### config.mk
export PLATFORM = sky130hd
export DESIGN_NAME = mts_ram
export DESIGN_NICKNAME = d
export VERILOG_FILES = /design/src/rtl/core/mts_ram.sv
export SDC_FILE = /design/constraint.sdc
export NUM_CORES = 1
export LEC_CHECK = 0
export BUFFER_PORTS_ARGS = -buffer_cell sky130_fd_sc_hd__buf_2
export CORE_AREA = 2 2 101 103
export CTS_CLUSTER_SIZE = 16
export DETAILED_ROUTE_END_ITERATION = 8
export DIE_AREA = 0 0 103 105
export PLACE_DENSITY = 0.74
export SLEW_MARGIN = 5
export SYNTH_ARGS = -nofsm -noshare
export SYNTH_HDL_FRONTEND = slang
export SYNTH_SLANG_ARGS = --single-unit
### constraint.sdc
create_clock -name clk -period 1.6 [get_ports clk]
set_input_delay 0.08 -clock clk [delete_from_list [all_inputs] [get_ports clk]]
set_output_delay 0.08 -clock clk [all_outputs]
set_load 0.05 [all_outputs]
### src/rtl/core/mts_ram.sv
// Generic simple dual-port RAM with one write port and a registered read port.
// No dependencies.
`default_nettype none

module mts_ram #(
  parameter int WIDTH = 8,
  parameter int DEPTH = 16
) (
  input  wire logic                     clk,
  input  wire logic                     we,
  input  wire logic [$clog2(DEPTH)-1:0] waddr,
  input  wire logic [WIDTH-1:0]         wdata,
  input  wire logic [$clog2(DEPTH)-1:0] raddr,
  output logic      [WIDTH-1:0]         rdata
);

  logic [WIDTH-1:0] mem [DEPTH];

  always_ff @(posedge clk) begin
    if (we) begin
      mem[waddr] <= wdata;
    end
    rdata <= mem[raddr];
  end

endmodule

`default_nettype wire

## Word level (Yosys, flattened, before mapping)

Memory sizes are Yosys's and may differ from the RTL's. A register that Yosys moved wholly into a read port is not among the register bits.
Index checks and enable logic that the tools add are counted.

| storage, ports and cells | value |
|---|---|
| register bits after elaboration | 0 |
| bits in latches | 0 |
| bits in writable memories | 128 |
| ROM bits | 0 |
| output and inout bits | 8 |
| logic and storage cells | 3 |
| memories | 1 |

Memories:

| name | words | bits a word | rd ports | clocked after memory_dff | write ports | RTL line | text |
|---|---|---|---|---|---|---|---|
| mem | 16 | 8 | 1 | 1 | 1 | 17 | `logic [WIDTH-1:0] mem [DEPTH];` |

| cells by class | value |
|---|---|
| add/sub/neg operators | 0 |
| multiply operators | 0 |
| div/mod/pow operators | 0 |
| magnitude comparators | 0 |
| equal/unequal tests | 0 |
| shift-type cells | 0 |
| multiplexer cells | 2 |
| bitwise logic cells | 0 |
| reductions and logical operators | 0 |

Operator list:

| operator | number |
|---|---|
| two-way mux 1 bit | 2 |

## Logic depth before layout (Yosys ltp)

Gate-level depths: netlist of the first run.

| depth | value |
|---|---|
| depth after elaboration | 2 |
| depth in mapped cells | 5 |
| depth with buffers taken out | 3 |

## Worst setup path after synthesis of the first run

OpenSTA, ideal clock, no wires.

| timing path | value |
|---|---|
| path type | input to register |
| start | input waddr[2] |
| end | memory mem[0][0] (enable) |
| data arrival time | 1.190 ns |
| setup slack | 0.027 ns |
| stages on the path | 2 |
| buffers on the path | 0 |
| cells stage by stage | or3b_2 > nor3_1 |

RTL lines:

| what | RTL line | text |
|---|---|---|
| start, declared | 11 | `input wire logic [$clog2(DEPTH)-1:0] waddr,` |
| end, declared | 17 |  |

Straight into the memory's write port.

==> key figures, run 1 <==
Run status
  – Status: finished clean

Place
  – DPL Wire Length: 6220 um
  – Placer congestion estimate: 0.738
  – Port bufs: 25
  – Placement Setup Slack: roughly 0.040 ns

Die
  – I/O pins: 26
  – # rows: 36
  – Vert. Die Dim: about 110 um
  – Core area: just under 10000 um^2
  – DIE AREA: approximately 11000 um^2
  – DIE WIDTH: between 100 and 150 um
  – Initial Util: 0.534

Clock tree
  – Clk Latency, worst-skew pair: about 0.52 ns
  – Clk buf depth: 2
  – Setup Fix Bufs, Post-CTS: 0
  – H-tree levels: 4
  – CTS Hold Bufs: 8
  – Clock-pin slew on the worst setup and hold paths: roughly 0.070 ns
  – Total CTS buffers: 17
  – Root Driver: clkbuf_8
  – Clock sinks: around 140
  – Post-CTS Resized: 0
  – CTS tree: done

Route
  – WL per Instance: approximately 23 um
  – DRT Wirelength: 10100 um
  – Drc violations: 0
  – DRT Pass-1 Iters: 4
  – Vias: roughly 2600
  – Routed Antenna Nets: 0
  – DR vias/cell: just under 6
  – DRT iter0 DRCs: ~310

Power and ir drop
  – Power Density: 1320 nW/um^2
  – Static Leak: between 2 and 2.5 nW
  – Worst VDD drop: about 0.00083 V

Yosys
  – Netlist cell types: 19
  – Flops & latches, synth: around 140
  – Top cells by area, synth: edfxtp_1 (75%), mux4_2 (7.9%), mux4_1 (7.1%)
  – Syn Nets: 247
  – Synth warnings: 0
  – Mapped Area: between 5000 and 6000 um^2
  – Top-area cell type share of the netlist area: 0.747
  – Largest area contributor in the netlist: edfxtp_1
  – Cells after synthesis: between 200 and 250
  – Sequential share of the synthesized area: 0.778
  – Syn_area_per_cell: between 20 and 25 um^2

Worst setup path
  – Critical path origin: mem[5][0]
  – R2r worst-path depth: 3
  – CP delay by family, top: multiplexers
  – CP bufs+invs: 0
  – Critical path type: reg2reg
  – Req. time, crit path: approximately 2.0 ns
  – CP max stage cell: mux4_1
  – R2R setup slack: between 0.15 and 0.2 ns
  – Reg-to-reg critical path endpoint: rdata[0]
  – Setup crit start kind: flip-flop
  – Crit path cell chain: mux4_1 -> a22oi_1 -> nand2_1
  – CP peak stage delay: about 0.55 ns
  – FF-to-FF Start: mem[5][0]
  – End of the critical path: rdata[0]
  – Critical Path Stages: 3
  – CP max FO: 1
  – Crit. End Element: flip-flop
  – CP arrival: 1.81 ns

GRT
  – Vias in the first global route: approximately 2600
  – Largest net degree at the start of global routing: 33
  – Grt ovf: 0
  – GRT Overall Usage: 0.208
  – Initial antenna violation count: 0
  – Global-route wire length before repair: about 15000 um

Final layout
  – Area Growth Syn to Fin: 20.7%
  – Antenna Cells: 0
  – Post-layout nets: 312
  – Layout cells sized above 1: 0.319
  – Most common cell after layout, fill and taps aside: edfxtp_1
  – Most frequent cells in the layout: edfxtp_1 (128), buf_2 (25), buf_4 (20)

Worst hold path
  – Worst Hold Class: in2reg

STA
  – RSZ-0062 raised after global routing: false
  – Peak Freq: just over 700 MHz
  – Final setup fails: 0
  – Setup TNS: 0 ns
  – Crit share post-route: 0.881
  – Final setup margin: between 0.15 and 0.2 ns
  – Slew HR: 0.702
  – Worst Skew: between 0.01 and 0.015 ns
  – Final Slew Violations: 0
  – Worst-Margin Slew: about 0.45 ns
  – Fin crit period: 1.41 ns
  – Final Hold Fails: 0

Job
  – Max Cap Viol: 0
## worst min-delay path, stage by stage
cell	delay (ns)
buf_2	0.14
nor3_1	0.07
buf_4	0.18
## metal layers
layer	vias to the layer above	GRT usage	wire length [um]
li1	1103	-	-
met1	1330	0.294	4260
met2	105	0.313	5120
met3	17	0.0595	615
met4	0	0.0742	144
met5	-	0	0
## state kept, by name (all words and copies together) (netlist names)
| register | flops |
|---|---|
| mem | 128 |
| rdata | 8 |
## cell usage after synthesis, drive strengths merged
| master | instances |
|---|---|
| clkdlybuf4s25 | 3 |
| edfxtp | 128 |
| nor2b | 1 |
| nor3 | 4 |
| nand2b | 2 |
| nor2 | 13 |
| and2b | 1 |
| or3b | 1 |
| dfxtp | 8 |
| nand3 | 1 |
| and2 | 1 |
| nand3b | 2 |
| mux4 | 32 |
| a22oi | 16 |
| buf | 7 |
| nand2 | 9 |
## worst min path at each step
stage            endpoint  slack (ns)     start  cells past startpoint
2_1_floorplan   mem[0][0]        0.18  wdata[0]                      0
3_3_place_gp   mem[14][2]        0.47  wdata[2]                      1
3_5_place_dp   mem[14][1]        0.48  wdata[1]                      1
4_1_cts         mem[4][0]         0.1  waddr[0]                      3
5_1_grt         mem[0][7]        0.12  waddr[0]                      3
6_report        mem[0][7]        0.13  waddr[0]                      3
## cells by family (layout without fill, tap and decap cells)
group,count (synthesis),count (layout),synth area share
DFF,136,136,0.778
AOI/OAI and AO/OA,16,16,0.0233
and+or+nand+nor,35,35,0.0318
buffers and inverters,10,88,0.0168
muxes,32,32,0.150
## per-stage QoR
stage	std cells	util	instance area [um^2]	total power, W	hold WS, ns
4_1_cts	440	0.644	6210	0.00824	0.0954
6_report	440	0.644	6210	0.00820	0.126
3_3_place_gp	400	0.577	5560	0.00453	0.469
2_1_floorplan	229	-	5150	0.00436	0.179
5_1_grt	440	0.644	6210	0.00846	0.116
3_5_place_dp	400	0.577	5560	0.00455	0.482
## report_power, final
part	switching [W]	internal, W
Combinational	0.000292	0.000183
Clock	0.00149	0.00222
Sequential	0.0000273	0.00398
Total	0.00181	0.00639
## layout make-up
| class | instances | area [um^2] |
|---|---|---|
| timing repair buffer | 56 | 415 |
| multi-input combinational | 83 | 1060 |
| sequential | 136 | 4000 |
| clock inverter | 14 | 150 |
| fill | 668 | 3430 |
| clock buffer | 18 | 418 |
| tap | 133 | 166 |
No activity file was read; power rests on OpenSTA's default activity.
==> run 2, diff against run 1 <==
- CORE_AREA: 2 2 101 103 -> 2 2 120 87
- DIE_AREA: 0 0 103 105 -> 0 0 122 89
- GPL_TIMING_DRIVEN: not set -> 0
- MAX_ROUTING_LAYER: not set -> met4
==> run 2 against run 1 <==
Against the previous run:
- wire length fell by 2.3%
- power rose by 7.1%
- flip-flop and latch count did not move
- clock power rose by 16%
- final cell count fell by 6.4%
- register-to-register slack improved by 0.06 ns
- utilization fell by 0.71 points
- largest cell class unchanged
- largest power group is now clock
==> key figures, run 2 (same netlist as run 1, synthesis figures left out) <==
Final layout
  – Most common cell after layout, fill and taps aside: edfxtp_1 (unchanged)
  – Post-layout nets: 290 (was 312)
  – Regs by FF count: mem (128), rdata (8) (unchanged)
  – Layout cells sized above 1: 0.296 (was 0.319)
  – Design area: 6100 um^2 (was 6210 um^2)
  – Area Growth Syn to Fin: 18.5% (was 20.7%)
  – Max reg flops: 128 (unchanged)
  – Finished Layout Cells: 412 (was 440)
  – Most frequent cells in the layout: edfxtp_1 (128), buf_2 (27), mux4_2 (18) (was edfxtp_1 (128), buf_2 (25), buf_4 (20))
  – Most flop-heavy register: mem (unchanged)
  – Antenna Cells: 0 (unchanged)

Worst setup path
  – CP max FO: 8 (was 1)
  – Crit. End Element: flip-flop (unchanged)
  – CP arrival: 1.42 ns (was 1.81 ns)
  – FF-to-FF Start: mem[5][2] (was mem[5][0])
  – Req. time, crit path: 1.64 ns (was 2.00 ns)
  – Setup crit start kind: primary input (was flip-flop)
  – Critical path type: in2reg (was reg2reg)
  – R2R setup slack: 0.25 ns (was 0.19 ns)
  – Reg-to-reg critical path endpoint: rdata[2] (was rdata[0])
  – R2r worst-path depth: 3 (unchanged)

Die
  – Initial Util: 0.538 (was 0.534)
  – DIE WIDTH: 122 um (was 103 um)
  – # rows: 30 (was 36)
  – Vert. Die Dim: 89 um (was 105 um)
  – DIE AREA: 10900 um^2 (was 10800 um^2)
  – I/O pins: 26 (unchanged)
  – Core area: 9570 um^2 (was 9640 um^2)

STA
  – Slew HR: 0.228 (was 0.702)
  – Crit share post-route: 0.863 (was 0.881)
  – Final setup fails: 0 (unchanged)
  – Final setup margin: 0.219 ns (was 0.191 ns)
  – RSZ-0062 raised after global routing: false (unchanged)
  – Peak Freq: 724 MHz (was 709 MHz)
  – Final Slew Violations: 0 (unchanged)
  – Worst Skew: 0.00487 ns (was 0.0130 ns)
  – Fin crit period: 1.38 ns (was 1.41 ns)
  – Setup TNS: 0 ns (unchanged)
  – Final Hold Fails: 0 (unchanged)
  – Worst-Margin Slew: 1.15 ns (was 0.447 ns)

Clock tree
  – Root Driver: clkbuf_16 (was clkbuf_8)
  – CTS Hold Bufs: 0 (was 8)
  – Clock-pin slew on the worst setup and hold paths: 0.06 ns (was 0.07 ns)
  – CTS tree: done (unchanged)
  – Clock sinks: 136 (unchanged)
  – Setup Fix Bufs, Post-CTS: 0 (unchanged)
  – Post-CTS Resized: 1 (was 0)
  – Clk Latency, worst-skew pair: 0.41 ns (was 0.52 ns)
  – Total CTS buffers: 17 (unchanged)
  – H-tree levels: 4 (unchanged)
  – Clk buf depth: 2 (unchanged)

Worst hold path
  – Hold depth: 1 (was 3)
  – Hold EP: mem[7][4] (was mem[0][7])
  – Worst Hold Class: in2reg (unchanged)
  – Worst Hold Launch: wdata[4] (was waddr[0])

Place
  – Port bufs: 24 (was 25)
  – DPL Wire Length: 6330 um (was 6220 um)
  – Inst Count DP: 381 (was 400)
  – Area after DPL: 5430 um^2 (was 5560 um^2)
  – Placer congestion estimate: 0.765 (was 0.738)
  – Placement Setup Slack: -0.575 ns (was 0.0397 ns)

Route
  – DR vias/cell: 5.84 (was 5.81)
  – DRT Wirelength: 9910 um (was 10100 um)
  – Drc violations: 0 (unchanged)
  – DRT Pass-1 Iters: 5 (was 4)
  – Vias: 2407 (was 2555)
  – WL per Instance: 24.1 um (was 23.0 um)
  – Routed Antenna Nets: 0 (unchanged)
  – DRT iter0 DRCs: 296 (was 314)

GRT
  – Vias in the first global route: 2373 (was 2620)
  – Global-route wire length before repair: 14900 um (was 15500 um)
  – GRT Overall Usage: 0.216 (was 0.208)
  – Initial antenna violation count: 0 (unchanged)
  – Grt ovf: 0 (unchanged)
  – Largest net degree at the start of global routing: 17 (was 33)

Power and ir drop
  – Power Density: 1440 nW/um^2 (was 1320 nW/um^2)
  – Worst VDD drop: 0.00109 V (was 0.000828 V)
  – Power consumption: 0.00878 W (was 0.00820 W)
  – Static Leak: 2.05 nW (was 2.12 nW)

Job
  – Max Cap Viol: 0 (unchanged)

Run status
  – Status: finished clean (unchanged)
-- run 2: cell count changes in the layout (fill, tap and decap cells not counted), moves of 2 or more --
| cell | before | now |
|---|---|---|
| clkdlybuf4s25_2 | 0 | 3 |
| clkinv_2 | 2 | 0 |
| buf_4 | 20 | 1 |
| clkinvlp_4 | 6 | 3 |
| buf_2 | 25 | 27 |
| inv_6 | 3 | 1 |
| nor3_2 | 0 | 3 |
| buf_12 | 3 | 0 |
| bufinv_16 | 2 | 6 |
| buf_6 | 0 | 3 |
| dlygate4sd3_1 | 8 | 0 |
| nor3_1 | 4 | 1 |
-- run 2: per-stage QoR --
| stage | hold WS (ns) | utilization |
|---|---|---|
| final | 0.0655 | 0.637 |
| after global routing | 0.0624 | 0.637 |
| after CTS | 0.0479 | 0.636 |
| after detailed placement | 0.496 | 0.567 |
| after global placement | 0.480 | 0.567 |
| after floorplan | 0.179 | - |
-- run 2: critical path, stage by stage --
cell and delay, ns:
buf_2 0.11, or3b_2 0.53, nor2_1 0.68
-- run 2: area by class of cell --
| cell class | count | area [um^2] |
|---|---|---|
| Timing Repair Buffer | 24 | 120 |
| Sequential cell | 136 | 4000 |
| Fill cell | 644 | 3470 |
| Clock inverter | 12 | 224 |
| Multi-Input combinational cell | 83 | 1070 |
| Clock buffer | 19 | 433 |
| Buffer | 10 | 86.3 |
| Tap cell | 128 | 160 |
-- run 2: metal layers --
layer | global-route usage | vias to the layer above | wire (um) | share of wire
met2 | 0.303 | 96 | 4630 | 0.47
met1 | 0.299 | 1235 | 4110 | 0.41
li1 | - | 1059 | - | -
met3 | 0.0689 | 17 | 1000 | 0.10
met4 | 0.0867 | 0 | 174 | 0.018
met5 | - | - | 0 | 0
-- run 2: worst max path at each step --
stage                         from         to  slack, ns  cells after the start
after floorplan           waddr[2]  mem[0][0]       0.03                      2
final                     waddr[2]  mem[2][2]       0.22                      3
after detailed placement  waddr[2]  mem[0][1]      -0.58                      3
after global placement    waddr[2]  mem[0][1]      -0.51                      3
after CTS                 waddr[2]  mem[8][2]       0.19                      3
after global routing      waddr[3]  mem[4][1]        0.1                      3
-- run 2: where the power goes --
group          leakage, nW  switching, W  total (W)  internal, W
Sequential            1.22     0.0000182    0.00400      0.00398
Clock                0.307       0.00140    0.00431      0.00291
Combinational        0.518      0.000305   0.000464     0.000159
Total                 2.05       0.00172    0.00878      0.00706
