$ cat config.mk
export PLATFORM = sky130hd
export DESIGN_NAME = mts_ctrl
export DESIGN_NICKNAME = d
export VERILOG_FILES = /design/src/rtl/core/mts_pkg.sv /design/src/rtl/core/mts_ctrl.sv
export SDC_FILE = /design/constraint.sdc
export NUM_CORES = 1
export LEC_CHECK = 0
export BUFFER_PORTS_ARGS = -buffer_cell sky130_fd_sc_hd__buf_2
export CORE_MARGIN = 10
export CORE_UTILIZATION = 45
export DETAILED_ROUTE_END_ITERATION = 7
export GPL_TIMING_DRIVEN = 1
export PLACE_DENSITY = 0.68
export SLEW_MARGIN = 5
export SYNTH_ARGS = -nofsm -noshare
export SYNTH_HDL_FRONTEND = slang
export SYNTH_SLANG_ARGS = --single-unit
$ cat constraint.sdc
create_clock -name clk -period 6.1 [get_ports clk]
set_input_delay 0.61 -clock clk [delete_from_list [all_inputs] [get_ports clk]]
set_output_delay 0.61 -clock clk [all_outputs]
set_load 0.1 [all_outputs]
$ cat src/rtl/core/mts_pkg.sv
// Package for the minimum-tracking stack.
// Holds sizes, operation and status codes, the FSM state type and the result record.
// No dependencies.
`default_nettype none

package mts_pkg;

  localparam int DEPTH       = 1024;
  localparam int ADDR_W      = $clog2(DEPTH);
  localparam int CNT_W       = $clog2(DEPTH + 1);
  localparam int DATA_W      = 32;
  localparam int DIFF_W      = DATA_W + 1;
  localparam int DEPTH_NOW_W = 11;

  typedef enum logic [1:0] {
    KIND_PUSH  = 2'd0,
    KIND_POP   = 2'd1,
    KIND_QUERY = 2'd2
  } kind_t;

  typedef enum logic [1:0] {
    STATUS_OK        = 2'd0,
    STATUS_UNDERFLOW = 2'd1,
    STATUS_OVERFLOW  = 2'd2
  } status_t;

  typedef enum logic [1:0] {
    ST_IDLE,
    ST_POP_WAIT,
    ST_REPORT
  } state_t;

  typedef struct packed {
    logic [1:0]             status;
    logic [DATA_W-1:0]      top_value;
    logic [DATA_W-1:0]      min_value;
    logic [DEPTH_NOW_W-1:0] depth_now;
  } res_t;

  typedef struct packed {
    logic              we;
    logic [ADDR_W-1:0] waddr;
    logic [DIFF_W-1:0] wdata;
    logic [ADDR_W-1:0] raddr;
  } mem_req_t;

endpackage

`default_nettype wire

$ cat src/rtl/core/mts_ctrl.sv
// Stack controller: entry count, current minimum, cached top difference and sequencer.
// Depends on mts_pkg; drives the difference store held in mts_ram.
`default_nettype none

module mts_ctrl
  import mts_pkg::*;
(
  input  wire logic              clk,
  input  wire logic              rst,
  input  wire logic              in_valid,
  output logic                   in_ready,
  input  wire logic [1:0]        in_kind,
  input  wire logic [DATA_W-1:0] in_value,
  input  wire logic              out_room,
  output logic                   res_valid,
  output res_t                   res,
  output mem_req_t               mem_req,
  input  wire logic [DIFF_W-1:0] mem_rdata
);

  state_t                   state, state_next;
  logic [CNT_W-1:0]         count;
  logic signed [DATA_W-1:0] cur_min;
  logic signed [DIFF_W-1:0] top_diff;
  logic [1:0]               status;

  logic                     accept;
  logic                     is_push, is_pop;
  logic                     full, empty;
  logic signed [DIFF_W-1:0] push_diff;
  logic signed [DIFF_W-1:0] pop_min;
  logic signed [DIFF_W-1:0] top_sum;

  assign accept    = in_valid && in_ready;
  assign is_push   = (in_kind == KIND_PUSH);
  assign is_pop    = (in_kind == KIND_POP);
  assign full      = (count == CNT_W'(DEPTH));
  assign empty     = (count == '0);
  assign push_diff = $signed({in_value[DATA_W-1], in_value}) -
                     $signed({cur_min[DATA_W-1], cur_min});
  assign pop_min   = $signed({cur_min[DATA_W-1], cur_min}) - top_diff;
  assign top_sum   = top_diff + $signed({cur_min[DATA_W-1], cur_min});

  always_comb begin
    state_next = state;
    unique case (state)
      ST_IDLE: begin
        if (accept) begin
          if (is_pop && (count > CNT_W'(1))) begin
            state_next = ST_POP_WAIT;
          end else begin
            state_next = ST_REPORT;
          end
        end
      end
      ST_POP_WAIT: state_next = ST_REPORT;
      ST_REPORT:   state_next = ST_IDLE;
      default:     state_next = ST_IDLE;
    endcase
  end

  always_comb begin
    in_ready  = (state == ST_IDLE) && out_room;
    res_valid = (state == ST_REPORT);
    res.status = status;
    if (empty) begin
      res.top_value = '0;
      res.min_value = '0;
      res.depth_now = '0;
    end else begin
      res.top_value = top_diff[DIFF_W-1] ? cur_min : top_sum[DATA_W-1:0];
      res.min_value = cur_min;
      res.depth_now = DEPTH_NOW_W'(count);
    end
    mem_req.we    = accept && is_push && !full;
    mem_req.waddr = count[ADDR_W-1:0];
    mem_req.wdata = empty ? '0 : push_diff;
    mem_req.raddr = ADDR_W'(count - CNT_W'(2));
  end

  always_ff @(posedge clk) begin
    if (rst) begin
      state   <= ST_IDLE;
      count   <= '0;
      cur_min <= '0;
      status  <= STATUS_OK;
    end else begin
      state <= state_next;
      if (accept) begin
        status <= STATUS_OK;
        case (in_kind)
          KIND_PUSH: begin
            if (full) begin
              status <= STATUS_OVERFLOW;
            end else begin
              count <= count + CNT_W'(1);
              if (empty) begin
                cur_min  <= in_value;
                top_diff <= '0;
              end else begin
                top_diff <= push_diff;
                if ($signed(in_value) < cur_min) begin
                  cur_min <= in_value;
                end
              end
            end
          end
          KIND_POP: begin
            if (empty) begin
              status <= STATUS_UNDERFLOW;
            end else begin
              count <= count - CNT_W'(1);
              if (top_diff[DIFF_W-1]) begin
                cur_min <= pop_min[DATA_W-1:0];
              end
            end
          end
          default: begin
            if (empty) begin
              status <= STATUS_UNDERFLOW;
            end
          end
        endcase
      end
      if (state == ST_POP_WAIT) begin
        top_diff <= mem_rdata;
      end
    end
  end

  a_count_bound: assert property (@(posedge clk) disable iff (rst)
    count <= CNT_W'(DEPTH))
    else $error("Entry count exceeds the stack depth.");

  a_push_grows: assert property (@(posedge clk) disable iff (rst)
    accept && is_push && !full |=> count == $past(count) + CNT_W'(1))
    else $error("Accepted push did not add an entry.");

  a_pop_reads: assert property (@(posedge clk) disable iff (rst)
    accept && is_pop && (count > CNT_W'(1)) |=> state == ST_POP_WAIT)
    else $error("Pop leaving entries did not fetch the new top.");

  a_one_result: assert property (@(posedge clk) disable iff (rst)
    res_valid |-> !in_ready ##1 !res_valid)
    else $error("Result reported twice or input taken during report.");

endmodule

`default_nettype wire

# Word level (Yosys, flattened, before mapping)
# Cells that the tools add are included.
dict set report word_totals {
  inputBits 71
  out_inout_bits 133
  word_cells 61
  reg_bits 80
}
dict set report classes {
  n_reduce_logical 15
  n_lt_le_gt_ge 2
  n_addsub 6
  mux 22
  n_eq_ne 10
  bitwise 1
}
# cell n
set ops {}
lappend ops {{two-way mux 32 bit} 6}
lappend ops {{two-way mux 33 bit} 5}
lappend ops {{two-way mux 75 bit} 1}
lappend ops {{one-hot mux 32 bit (2 select lines)} 1}
lappend ops {{subtractor 32 x 32 -> 33 bit} 1}
lappend ops {{adder 32 bit} 1}
lappend ops {{less-than comparator 32 bit} 1}
lappend ops {{subtractor 32 bit} 1}
lappend ops {{two-way mux 11 bit} 2}
lappend ops {{one-hot mux 11 bit (2 select lines)} 1}
lappend ops {{adder 11 x 1 -> 11 bit (second input constant)} 1}
lappend ops {{== test 11 bit (second input constant)} 1}
lappend ops {{greater-than comparator 11 x 1 -> 1 bit (second input constant)} 1}
lappend ops {{logical NOT 11 bit} 1}
lappend ops {{subtractor 11 x 1 -> 11 bit (second input constant)} 1}
lappend ops {{subtractor 10 x 2 -> 10 bit (second input constant)} 1}
lappend ops {{two-way mux 2 bit} 4}
lappend ops {{inequality test 2 bit (second input constant)} 4}
lappend ops {{AND reduction 4 bit} 2}
lappend ops {{AND reduction 6 bit} 1}
lappend ops {{nonzero test 2 bit} 3}
lappend ops {{logical AND 1 bit} 5}
lappend ops {{== test 2 x 1 -> 1 bit (second input constant)} 2}
lappend ops {{logical NOT 2 bit} 2}
lappend ops {{7 further kinds} 7}

# Longest topological paths before layout
# Gate-level depths: netlist of run 1.
dict set report logic_depth {
  depth_word 6
  mapped_depth 14
  depth_no_buf 12
}

# Worst setup path before layout of run 1
# No wires, ideal clock.
dict set report synth_path {
  path_type {input to register}
  startpoint {in out_room}
  endpoint {reg top_diff[0], enable pin}
  n_path_buf 0
  setup_slack_ns -0.969
  cell_stages 5
  setup_ns 0.378
  t_required_ns 5.722
  arrival_time_ns 6.691
  cell_sequence {nor3b_1 > nand2_1 > nor3_1 > a21boi_0 > o21ba_2}
}
dict set report synth_via {
  elab_chain_len 4
}
# element line
set synth_rtl {}
lappend synth_rtl {{start, declared} mts_ctrl.sv:14} ;# input wire logic out_room,
lappend synth_rtl {{logical AND 1 bit} mts_ctrl.sv:63} ;# in_ready = (state == ST_IDLE) && out_room;
lappend synth_rtl {{logical AND 1 bit} mts_ctrl.sv:34} ;# assign accept = in_valid && in_ready;
lappend synth_rtl {{nonzero test 2 bit (no line)} n/a}
lappend synth_rtl {{AND reduction 4 bit (no line)} n/a}
lappend synth_rtl {{end signal, assigned} mts_ctrl.sv:101} ;# top_diff <= push_diff;
lappend synth_rtl {{end signal, assigned} mts_ctrl.sv:126} ;# top_diff <= mem_rdata;
lappend synth_rtl {{end, declared} mts_ctrl.sv:24} ;# logic signed [DIFF_W-1:0] top_diff;
# No other way between the ends.
# A chain may end at the register's enable or synchronous reset.

==> metrics.md, run 1 <==
| Metric | Value |
|---|---|
| Synth unique cells | roughly 70 |
| Setup ws final | ~1.2 ns |
| CTS Root Cell | clkbuf_16 |
| Synthesized area per cell | roughly 7.2 um^2 |
| Initial cell density of the core | 45.96% |
| Site Rows | between 50 and 60 |
| Crit-path max cell delay | about 0.5 ns |
| Gpl congestion | roughly 0.97 |
| Post-DRT Antenna Nets | 0 |
| Synthesized area | slightly below 10,000 um^2 |
| Final Total Pwr | 2.454 mW |
| FF-to-FF path depth | 11 |
| #FFs+latches synth | 80 |
| Fin Setup TNS | 0 ns |
| Initial antenna violation count | 1 |
| First-pass GRT wire length | roughly 54,000 um |
| Clk sink count | 80 |
| Hold WC Path Type | register to register |
| Drt wl/cell | approximately 20 um |
| Grt total ovfl | 0 |
| Reg2reg start | top_diff[11]$_DFFE_PP_ |
| Deepest clock path buffer count | 2 |
| Max IR drop VDD | ~0.12 mV |
| Die ar. | 27,880 um^2 |
| Status | finished, final reports clean |
| Sequential share of the synthesized area | around a fifth |
| Fmax | just over 0.2 GHz |
| Hold Crit Depth | 2 |
| Most frequently used flop master after synthesis | dfxtp_1 |
| FF-to-FF setup slack | 1.89 ns |
| Min cycle time layout | 4.908 ns |
| Core box area | between 20,000 and 25,000 um^2 |
| Reg clk slew, reported paths | around 0.070 ns |
| Crit. End Element | output pin |
| Fin util | 52.20% |
| Slew HR | around 22% |
| Pre-Repair DR Iteration Count | 5 |
| RSZ-0062 raised after global routing | no |
| Cell breakdown of the critical path | inv_1, ha_1, inv_1, a2111oi_0, a21oi_1, a32oi_1, a31oi_1, a211oi_1, or4_1, a21oi_1, nor3_1, buf_2 |
| Final hold viol count | 0 |
| Cells after synthesis | ~1,300 |
| Postcts setup bufs | 0 |
| PwrDens | roughly 220 nW/um^2 |
| Worst setup SP type | register |
| Part of the cycle the worst path needs | around 80% |
| Die Wd | about 170 um |
| Layout cells sized above 1 | about 17% |
| Chip height | about 170 um |
| Fin. max-slew vios | 0 |
| Pre-CTS WS | approximately 1.6 ns |
| Reg-to-reg endpoint | cur_min[29]$_SDFFE_PP0P_ |
| Crit path max-delay cell type | buf_2 |
| Crit Path Max Fanout | 9 |
| Least-Margin Pin Slew | about 1.2 ns |
| Detailed-placement wirelength estimate | between 20,000 and 30,000 um |
| Drt via density | between 5 and 6 |
| Total track usage | 23.56% |
| Syn Nets | approximately 1,500 |
| Number of flops mapped to enable cells by yosys | 33 |
| DRC violation count after routing | 0 |
| TritonCTS clock tree | done |
| CTS resizes | 0 |
| Clk Latency, worst-skew pair | 0.36 ns |
| Leak | between 4 and 5 nW |
| Max_cap viols | 0 |
| Clock buffers created by TritonCTS | 9 |
| Number of hold buffers added after CTS | 0 |
| Worst setup path startpoint | top_diff[6]$_DFFE_PP_ |
| Fin nets | ~1,600 |
| I/O pins | slightly above 200 |
| YS warnings | 0 |
| Iteration-0 DRC count of the detailed router | about 680 |
| H-tree Lvls | 3 |
| PortBufs | 203 |
| Via count | ~10,000 |
| CP required | between 5 and 6 ns |
| Vias in the first global route | 9,607 |
| Crit path to | res[68] |
| Final WL | 34,760 um |
| Antenna diode count | 0 |
| Final setup fails | 0 |
| Arr. time, crit path | around 4.3 ns |
| Largest net degree at the start of global routing | around 110 |
| Setup Skew | 0.007990 ns |
| Post-synth ARST share | 0% |
| Area delta synth->final | 13.58% |
| WS Path Type | register to output pin |
==> logic make-up after synthesis <==
logic type / count (synthesis) / synth area share, %
muxes: 2 / 0.2188
xor gates and xnor gates: 91 / 8.198
DFF: 80 / 19.87
adders and majority gates: 103 / 13.49
and+or+nand+nor: 477 / 22.60
buffers and inverters: 206 / 8.610
AOI/OAI and AO/OA: 388 / 27.01
==> placed cells by master, fill, tap and decap left out, types with 44 or more instances in the layout <==
master,n
nand2_1,119
buf_2,203
ha_1,100
a21oi_1,94
nor2_1,193
o21ai_0,66
a211oi_1,44
inv_1,107
dfxtp_1,47
xnor2_1,62
==> layout make-up <==
class	instances	area (um^2)
fillers	2129	10110
clock inverters	7	77.57
repair buffers	211	1076
multi-input cells	1061	6985
clock buffers	9	225.2
well taps	275	344.1
flip-flops and latches	80	1932
inverters	107	401.6
==> per-layer routing <==
layer / vias to the layer above / share of wire, % / track usage (%)
met3: 49 / 6.6 / 4.330
met1: 4717 / 45 / 30.88
li1: 4993 / - / -
met5: - / 0.052 / 0
met2: 340 / 46 / 38.08
met4: 2 / 2.3 / 7.560
==> per-stage QoR <==
stage / instance area (um^2) / std cells / hold WS, ns
floorplan: 9727 / 1347 / 0.5009
global placement: 10740 / 1734 / 0.4936
detailed placement: 10740 / 1734 / 0.5044
CTS: 11040 / 1750 / 0.5168
global route: 11040 / 1750 / 0.5232
finish: 11040 / 1750 / 0.5197
==> cells in the mapped netlist, types with 8 or more instances <==
cell type	number	area share [%]
nor2b_1	18	1.2
nor2_1	193	7.5
nor4_1	8	0.51
xnor2_1	62	5.6
nand2_1	119	4.6
nand2b_1	23	1.5
o21bai_1	18	1.4
a31oi_1	11	0.71
nand3_1	16	0.82
nor3_1	33	1.7
buf_4	14	1.1
a311oi_1	26	2.3
inv_1	107	4.1
nand4_1	9	0.58
o21ai_0	66	3.4
a211oi_1	44	3.4
o21a_1	9	0.69
dfxtp_1	47	9.7
and2_1	9	0.58
edfxtp_1	33	10
clkbuf_1	74	2.9
xor2_1	29	2.6
buf_2	9	0.46
or3_1	13	0.84
ha_1	100	13
a21o_1	27	2.1
o31ai_1	30	2.3
a21oi_1	94	4.8
==> how the worst min path moves through the flow <==
stage                             start                       end  slack [ns]
3_3_place_gp     status[1]$_SDFFE_PP0P_    status[1]$_SDFFE_PP0P_        0.49
5_1_grt                    mem_rdata[8]     top_diff[8]$_DFFE_PP_        0.52
3_5_place_dp     status[1]$_SDFFE_PP0P_    status[1]$_SDFFE_PP0P_        0.50
4_1_cts                    mem_rdata[8]     top_diff[8]$_DFFE_PP_        0.52
6_report         status[1]$_SDFFE_PP0P_    status[1]$_SDFFE_PP0P_        0.52
2_1_floorplan  cur_min[20]$_SDFFE_PP0P_  cur_min[20]$_SDFFE_PP0P_        0.50
==> worst max-delay path, delay by kind of cell (launching register included) <==
| kind | cells | cell delay [ns] |
|---|---|---|
| AO/OA/AOI/OAI | 6 | 1.92 |
| adder cells (fa/ha/maj) | 1 | 0.48 |
| buffers and inverters | 3 | 0.68 |
| flip-flops | 1 | 0.35 |
| AND/OR/NAND/NOR | 2 | 0.52 |
==> state kept, by name, summed over array words and instances (netlist names) <==
signal    flops
top_diff     33
cur_min      32
count        11
state         2
status        2
==> report_power, final <==
part	internal [mW]	switching, mW
clock	0.323	0.268
combinational	0.286	0.974
sequential	0.581	0.0215
Power figures use the tool's default switching activity.
==> run 2, diff against run 1 <==
==> constraint.sdc (replaced) <==
create_clock -name clk -period 5 [get_ports clk]
set_input_delay 0.5 -clock clk [delete_from_list [all_inputs] [get_ports clk]]
set_output_delay 0.5 -clock clk [all_outputs]
set_load 0.1 [all_outputs]
==> run 2 against run 1 <==
Sequential share of layout area decreased by 0.14 points. Total power grew 22%. First-iteration DRC count increased by 19%. Die area is the same. Sequential cell count unchanged. Clock skew grew 0.0052 ns. Global-route usage down 0.40 points. Hold slack got worse by 0.12 ns. Via count rose by 1.3%. Clock power grew 20%. Cell count grew 0.17%. Critical endpoint is now res[59]. Largest cell class unchanged.
==> metrics.md, run 2 (synthesis results as in run 1) <==
| Metric | Value |
|---|---|
| Crit path to | res[59] |
| Commonest non-fill, non-tap cell in the layout | buf_2 |
| Crit-path max cell delay | around 0.5 ns |
| Antenna diode count | 0 |
| Status | finished, final reports clean |
| Crit Path Max Fanout | 5 |
| Leak | 4.979 nW |
| Largest registers | top_diff: 33 flops, cur_min: 32 flops, count: 11 flops |
| Reg clk slew, reported paths | 0.07 ns |
| Drt wl/cell | 19.44 um |
| Reg2reg start | top_diff[11]$_DFFE_PP_ |
| Crit path max-delay cell type | a2111oi_2 |
| CTS resizes | 0 |
| Clk sink count | 80 |
| Instance count on the critical path | 12 |
| Fin nets | between 1,500 and 2,000 |
| WS Path Type | register to output pin |
| Area delta synth->final | 14.50% |
| Chip height | 167.0 um |
| Pre-CTS WS | between 0.7 and 0.8 ns |
| Die ar. | roughly 28,000 um^2 |
| Worst setup SP type | register |
| Max IR drop VDD | 0.1675 mV |
| Pre-Repair DR Iteration Count | 7 |
| Final setup fails | 0 |
| Crit. End Element | output pin |
| Fmax | between 0.2 and 0.25 GHz |
| PortBufs | 203 |
| PwrDens | between 200 and 300 nW/um^2 |
| First-pass GRT wire length | between 50,000 and 60,000 um |
| Postcts setup bufs | 0 |
| Initial cell density of the core | a little under half |
| Min cycle time layout | about 4.7 ns |
| Grt total ovfl | 0 |
| Die Wd | roughly 170 um |
| Most frequent cells in the layout | buf_2, nor2_1, nand2_1, inv_1, ha_1 |
| Hold WC Path Type | input pin to register |
| Cell breakdown of the critical path | inv_1, fa_1, o21ba_2, or4_1, a2111oi_2, nor4_1, nor3_1, nor2_1, o21ai_0, xnor2_1, o21a_1, buf_2 |
| Detailed-placement wirelength estimate | between 20,000 and 30,000 um |
| Total track usage | approximately 23% |
| Setup ws final | about 0.29 ns |
| H-tree Lvls | 3 |
| FF-to-FF setup slack | between 0.8 and 0.9 ns |
| DRC violation count after routing | 0 |
| Worst Path Buf+Inv | 2 |
| Fin. max-slew vios | 0 |
| Reg-to-reg endpoint | cur_min[29]$_SDFFE_PP0P_ |
| Max reg flops | 33 |
| Clk Latency, worst-skew pair | roughly 0.37 ns |
| Slew HR | 30.41% |
| FF-to-FF path depth | 11 |
| Largest register by flop count | top_diff |
| I/O pins | 204 |
| Least-Margin Pin Slew | around 1.0 ns |
| CTS Root Cell | clkbuf_16 |
| RSZ-0062 raised after global routing | no |
| Site Rows | 53 |
| Top Family by Delay on Critical Path | compound AO/OA/AOI/OAI gates |
| Initial antenna violation count | 0 |
| Clock buffers created by TritonCTS | 9 |
| Part of the cycle the worst path needs | approximately 94% |
| Setup Skew | approximately 0.013 ns |
| Final hold viol count | 0 |
| Vias in the first global route | a little under 10,000 |
| Number of hold buffers added after CTS | 0 |
| Deepest clock path buffer count | 2 |
| TritonCTS clock tree | done |
| Drt via density | a little under 6 |
| Final Total Pwr | 2.994 mW |
| Final WL | between 30,000 and 40,000 um |
| Layout cells sized above 1 | 18.00% |
| Core box area | approximately 21,000 um^2 |
| Arr. time, crit path | about 4.2 ns |
| Post-DRT Antenna Nets | 0 |
| Max_cap viols | 0 |
| Iteration-0 DRC count of the detailed router | between 800 and 900 |
| Via count | around 10,000 |
| Gpl congestion | around 0.96 |
| Final Hold Slack | slightly above 0.4 ns |
| Worst setup path startpoint | cur_min[1]$_SDFFE_PP0P_ |
| Fin Setup TNS | 0 ns |
| Largest net degree at the start of global routing | 108 |
| CP required | 4.50 ns |
## run 2: layout make-up
class / instances / area [um^2]
Inverter: 107 / 401.6
Sequential cell: 80 / 1932
Fill cell: 2132 / 10020
Timing Repair Buffer: 214 / 1111
Clock inverter: 5 / 43.79
Multi-Input combinational cell: 1061 / 7036
Tap cell: 275 / 344.1
Clock buffer: 11 / 264.0
## run 2: worst reg2reg max path, delay by kind of cell (launching register included)
kind                       cells  cell delay (ns)
buffers and inverters          1             0.06
AOI/OAI and AO/OA              6             2.31
DFF                            1             0.40
adders and majority gates      1             0.51
and+or+nand+nor                3             0.79
## run 2: per-layer routing
metal,part of all wire [%],GRT usage [%]
met1,43,30.07
met2,46,37.67
met3,8.2,4.966
met4,2.1,6.567
met5,0,0
## run 2: worst min path at each step
stage	from	cells after the start	slack (ns)	to
3_3_place_gp	status[1]$_SDFFE_PP0P_	2	0.47	status[1]$_SDFFE_PP0P_
3_5_place_dp	status[1]$_SDFFE_PP0P_	2	0.48	status[1]$_SDFFE_PP0P_
6_report	mem_rdata[7]	3	0.40	top_diff[7]$_DFFE_PP_
4_1_cts	mem_rdata[7]	3	0.40	top_diff[7]$_DFFE_PP_
2_1_floorplan	cur_min[20]$_SDFFE_PP0P_	2	0.50	cur_min[20]$_SDFFE_PP0P_
5_1_grt	mem_rdata[31]	3	0.41	top_diff[31]$_DFFE_PP_
## run 2: per-stage QoR
step / utilization, % / instances / instance area, um^2
5_1_grt: 52.62 / 1753 / 11130
2_1_floorplan: - / 1347 / 9777
6_report: 52.62 / 1753 / 11130
4_1_cts: 52.62 / 1753 / 11130
3_5_place_dp: 51.17 / 1737 / 10820
3_3_place_gp: 51.17 / 1737 / 10820
## run 2: report_power, final
part / leakage, nW / internal (mW) / total [mW] / switching, mW
Combinational: 4.14 / 0.358 / 1.55 / 1.19
Sequential: 0.687 / 0.709 / 0.734 / 0.0251
Clock: 0.152 / 0.388 / 0.712 / 0.324
